$ cat src/rtl/core/bdep_ram.sv
// Generic simple dual-port RAM with registered read; read data holds between reads.
`default_nettype none
module bdep_ram #(
   parameter int WIDTH = 64,
   parameter int DEPTH = 64
) (
   input  wire logic                     clock,
   input  wire logic                     wr_en,
   input  wire logic [$clog2(DEPTH)-1:0] wr_addr,
   input  wire logic [WIDTH-1:0]         wr_data,
   input  wire logic                     rd_en,
   input  wire logic [$clog2(DEPTH)-1:0] rd_addr,
   output logic      [WIDTH-1:0]         rd_data
);
   logic [WIDTH-1:0] mem_ff [DEPTH];
   logic [WIDTH-1:0] rd_data_ff;

   always_ff @(posedge clock) begin
      if (wr_en) begin
         mem_ff[wr_addr] <= wr_data;
      end
      if (rd_en) begin
         rd_data_ff <= mem_ff[rd_addr];
      end
   end

   assign rd_data = rd_data_ff;
endmodule
`default_nettype wire

$ cat config.mk
export PLATFORM = sky130hd
export DESIGN_NAME = bdep_ram
export DESIGN_NICKNAME = d
export VERILOG_FILES = /design/src/rtl/core/bdep_ram.sv
export SDC_FILE = /design/constraint.sdc
export NUM_CORES = 2
export LEC_CHECK = 0
export ABC_AREA = 1
export BUFFER_PORTS_ARGS = -buffer_cell sky130_fd_sc_hd__clkbuf_2
export CAP_MARGIN = 20
export CORE_MARGIN = 10
export CORE_UTILIZATION = 32
export CTS_CLUSTER_DIAMETER = 80
export CTS_CLUSTER_SIZE = 16
export DETAILED_ROUTE_END_ITERATION = 12
export HOLD_SLACK_MARGIN = 0.06
export SETUP_SLACK_MARGIN = 0.15
export SLEW_MARGIN = 20
export SYNTH_ARGS = -nofsm -noshare
export SYNTH_HDL_FRONTEND = slang
export SYNTH_SLANG_ARGS = --single-unit
$ cat constraint.sdc
create_clock -name clock -period 11.4 [get_ports clock]
set_clock_uncertainty 0.2 [all_clocks]
set_input_delay 1.14 -clock clock [delete_from_list [all_inputs] [get_ports clock]]
set_output_delay 1.14 -clock clock [all_outputs]
set_load 0.02 [all_outputs]
Word level (Yosys, flattened, before mapping)
Memories as Yosys holds them, arrays and structs flattened. A register that Yosys moved wholly into a read port is not among the register bits.
Index checks and enable logic that the tools add are counted.
{"block": "classes", "n_mux": 2}
{"cell": "2-to-1 mux 1 bit", "n": 2}
{"block": "totals", "regBits": 0, "mem_bits_rw": 4096, "in_bits": 79, "out_inout_bits": 64, "elab_cells": 3, "n_memories": 1}
{"name": "mem_ff", "words": 64, "word_bits": 64, "rd": 1, "rd_ports_with_merged_regs": 1, "wr": 1, "line": "15", "rtl": "logic [WIDTH-1:0] mem_ff [DEPTH];"}

Logic depth before layout (Yosys ltp)
{"block": "logic_depth", "ltp_word": 2, "mapped_depth": 13, "depth_no_buf": 9}

Worst setup path before layout
No wires, ideal clock.
{"block": "synth_path", "path_kind": "in2reg", "start": "input port wr_en", "end": "memory mem_ff[48][0], enable pin", "setup_time_ns": 0.646, "arrival_ns": 7.776, "required_time_ns": 10.554, "setup_slack_ns": 2.778, "path_stages": 3, "n_path_buf": 1, "path_cell_list": "clkbuf_1 > nand4_1 > nor4_1"}
{"block": "synth_via", "elab_chain_cells": 2}
{"element": "start: declaration", "line": "8", "rtl": "input wire logic wr_en,"}
{"element": "2-to-1 mux 1 bit", "line": "19", "rtl": "if (wr_en) begin"}
{"element": "2-to-1 mux 1 bit (implied by the code)", "line": "20", "rtl": "mem_ff[wr_addr] <= wr_data;"}
{"element": "end: declaration", "line": "15"}
No other way between the ends.

==> results.sh <==
export IMPL_synth_nets=13484
export IMPL_critPathKind="in2reg"
export IMPL_setup_worst_path_end_class="flop"
export IMPL_placed_cells=19836
export IMPL_placeableCoreArea_sq_um=517000
export IMPL_vias=107685
export IMPL_numPortBuffers=142
export IMPL_setup_tns_final_ns=0
export IMPL_power_switching_share=0.227
export IMPL_ctsHoldBuffers=0
export IMPL_root_buffer="sky130_fd_sc_hd__clkbuf_16"
export IMPL_layout_cells_sized_above_1=0.0613
export IMPL_power_switching_mw=6.54
export IMPL_fin_crit_ns=4.78
export IMPL_final_fill_count=49689
export IMPL_grt_max_degree=201
export IMPL_seq_power_share=0.591
export IMPL_final_nets=13307
export IMPL_timing_critical_path_arrival_ns=5.35
export IMPL_synth_seq_area_share=0.753
export IMPL_critical_path_max_stage_delay_ns=0.90
export IMPL_syn_avg_cell_area_sq_um=12.4
export IMPL_setup_crit_start_kind="input pin"
export IMPL_timing_fmax_mhz=209
export IMPL_routedWlPerCell_um=25.9
export IMPL_post_cts_setup_buffers=0
export IMPL_slew_violations=0
export IMPL_routed_wirelength_mm=523
export IMPL_floorplan_initialDensity=0.321
export IMPL_synth_seq_cells=4160
export IMPL_grt_ovfl_total=0
export IMPL_globalplace_congestion=0.777
export IMPL_synthTopCellsByArea="sky130_fd_sc_hd__edfxtp_1 75%, sky130_fd_sc_hd__nand3_1 12%, sky130_fd_sc_hd__nand2_1 10%"
export IMPL_setup_violations=0
export IMPL_timing_final_crit_share=0.419
export IMPL_io_pin_count=143
export IMPL_cts_buffer_depth=4
export IMPL_timing_max_slew_rel_slack=0.193
export IMPL_first_global_vias=99692
export IMPL_dp_hpwl_mm=265
export IMPL_synth_async_sr_flop_share=0
export IMPL_horizontal_extent_of_the_die_um=740
export IMPL_synth_warnings=0
export IMPL_drt_vias_per_instance=5.33
export IMPL_yosysTopAreaCellShare=0.753
export IMPL_cts_htree_levels=5
export IMPL_synth_largest_area_cell="sky130_fd_sc_hd__edfxtp_1"
export IMPL_irDropWorstVdd_mv=0.112
export IMPL_drt_antenna_violating_nets=0
export IMPL_finish_cell_count_without_fillers=20196
export IMPL_path_cells="buf_12 > buf_12 > buf_4 > buf_4 > nand2_1 > nand3_1 > nand3_1 > nand3_1 > nand3_1 > nand2_1 > nand2_1 > nand2_1"
export IMPL_post_synth_num_cell_types=15
export IMPL_cellLeakagePower_nw=61.6
export IMPL_worst_path_max_fanout=193
export IMPL_synthesis_instances=13405
export IMPL_clock_sink_count=4160
export IMPL_synth_ff_type="sky130_fd_sc_hd__edfxtp_1"
export IMPL_comb_power_share=0.063
export IMPL_final_hold_viol_count=0
export IMPL_wire_length_of_the_first_global_routing_pass_mm=742
export IMPL_cts_clk_slew_worst_paths_ns=0.07
export IMPL_clock_power_share=0.345
export IMPL_power_per_cell_area_nw_per_um2=159
export IMPL_result_of_the_run="finished clean"
export IMPL_critical_path_top_delay_family="buffers and inverters"
export IMPL_rsz0062_at_grt="false"
export IMPL_fp_dieArea_sq_um=548000
export IMPL_num_rows=264
export IMPL_critical_path_buf_inv_count=4
export IMPL_post_route_drc_count=0
export IMPL_drt_iter0_drc=14763
export IMPL_grt_antenna_before_repair=48
export IMPL_power_total_mw=28.8
export IMPL_crit_required_ns=11.97
export IMPL_worst_slew_pin_transition_ns=1.21
export IMPL_number_of_synthesized_flops_with_an_enable_pin=4160
export IMPL_detailedRoute_firstPassIterationCount=6
export IMPL_cts_buffers_inserted=303
export IMPL_area_grow_syn2layout_pct=9.44
export IMPL_groute_usage_overall=0.182
export IMPL_syn_cell_area_sq_um=166000
export IMPL_source_to_sink_clock_delay_at_the_later_pin_of_the_worst_skew_pair_ns=0.94
export IMPL_final_core_util=0.351
export IMPL_synth_most_common_cell="sky130_fd_sc_hd__nand2_1"
export IMPL_tritoncts="done"
export IMPL_dieHeight_um=740
export IMPL_crit_slowest_cell="sky130_fd_sc_hd__buf_4"
export IMPL_postCtsResizedCells=0
export IMPL_rrSetupSlack_ns=9.19
export IMPL_max_cap_violations=0
export IMPL_intPower_mw=22.3
export IMPL_worst_hold_path_type="in2reg"
export IMPL_synth_commonest_cells="4416 x sky130_fd_sc_hd__nand2_1, 4160 x sky130_fd_sc_hd__edfxtp_1, 3847 x sky130_fd_sc_hd__nand3_1"
power groups by stage:
stage               logic (mW)  registers, mW  clock network (mW)
global route              1.99           17.0                10.6
global placement          1.80           17.4                   0
detailed placement        1.81           17.4                   0
CTS                       1.82           17.0                10.1
finish                    1.83           17.0                9.95
floorplan                 1.05           17.3                   0
layout by cell type, fill, tap and decap left out:
| master | n |
|---|---|
| sky130_fd_sc_hd__buf_16 | 4 |
| sky130_fd_sc_hd__buf_4 | 253 |
| sky130_fd_sc_hd__edfxtp_1 | 4160 |
| sky130_fd_sc_hd__clkbuf_1 | 1 |
| sky130_fd_sc_hd__clkbuf_4 | 5 |
| sky130_fd_sc_hd__clkbuf_2 | 99 |
| sky130_fd_sc_hd__buf_2 | 24 |
| sky130_fd_sc_hd__diode_2 | 27 |
| sky130_fd_sc_hd__nand2_1 | 4416 |
| sky130_fd_sc_hd__clkinv_1 | 1 |
| sky130_fd_sc_hd__clkbuf_16 | 313 |
| sky130_fd_sc_hd__nand3_1 | 3847 |
| sky130_fd_sc_hd__buf_12 | 25 |
| sky130_fd_sc_hd__nand4_1 | 9 |
| sky130_fd_sc_hd__inv_16 | 2 |
| sky130_fd_sc_hd__clkinv_8 | 6 |
| sky130_fd_sc_hd__inv_8 | 3 |
| sky130_fd_sc_hd__inv_4 | 1 |
| sky130_fd_sc_hd__inv_1 | 6 |
| sky130_fd_sc_hd__nor4_2 | 8 |
| sky130_fd_sc_hd__clkinv_4 | 1 |
| sky130_fd_sc_hd__buf_6 | 1 |
| sky130_fd_sc_hd__buf_8 | 4 |
| sky130_fd_sc_hd__nor2_4 | 56 |
| sky130_fd_sc_hd__inv_6 | 8 |
metal layers:
metal	GRT usage	share of wire	up-vias
met2	0.293	0.47	5513
li1	-	-	47241
met1	0.246	0.40	53870
met5	0	0.00039	-
met3	0.0308	0.093	1029
met4	0.0714	0.044	32
layout make-up:
type | instances | area [sq um] | share of cell area
Inverter | 12 | 103 | 0.000565
Timing Repair Buffer | 415 | 3230 | 0.0178
Clock inverter | 16 | 180 | 0.000992
Tap cell | 6916 | 8650 | 0.0476
Multi-Input combinational cell | 8336 | 36600 | 0.202
Sequential cell | 4160 | 125000 | 0.688
Antenna cell | 27 | 67.6 | 0.000372
Clock buffer | 314 | 7840 | 0.0431
flip-flops by register name, summed over array words and instances, names as in the netlist:
| signal | count |
|---|---|
| mem_ff | 4096 |
| rd_data | 64 |
cell families after synthesis:
kind of cell,after synthesis,share of synthesized area
buffers and inverters,909,0.0294
flip-flops,4160,0.753
AND/OR/NAND/NOR,8336,0.218
final timing paths:
path                                startpoint             end  cells past startpoint
worst min-delay path               wr_data[12]  mem_ff[25][12]                      1
worst min register to register  mem_ff[10][24]     rd_data[24]                      8
worst max-delay path                rd_addr[0]      rd_data[7]                     12
worst max register to register   mem_ff[3][23]     rd_data[23]                      8
stage by stage:
step | instance area (sq um) | hold slack [ns] | setup slack [ns]
after CTS | 181000 | 0.520 | 6.65
after floorplan | 166000 | 0.597 | 2.78
final | 182000 | 0.466 | 6.62
after detailed placement | 173000 | 0.653 | 5.70
after global routing | 182000 | 0.451 | 6.32
after global placement | 173000 | 0.652 | 5.74
(Power assumes the default switching activity.)
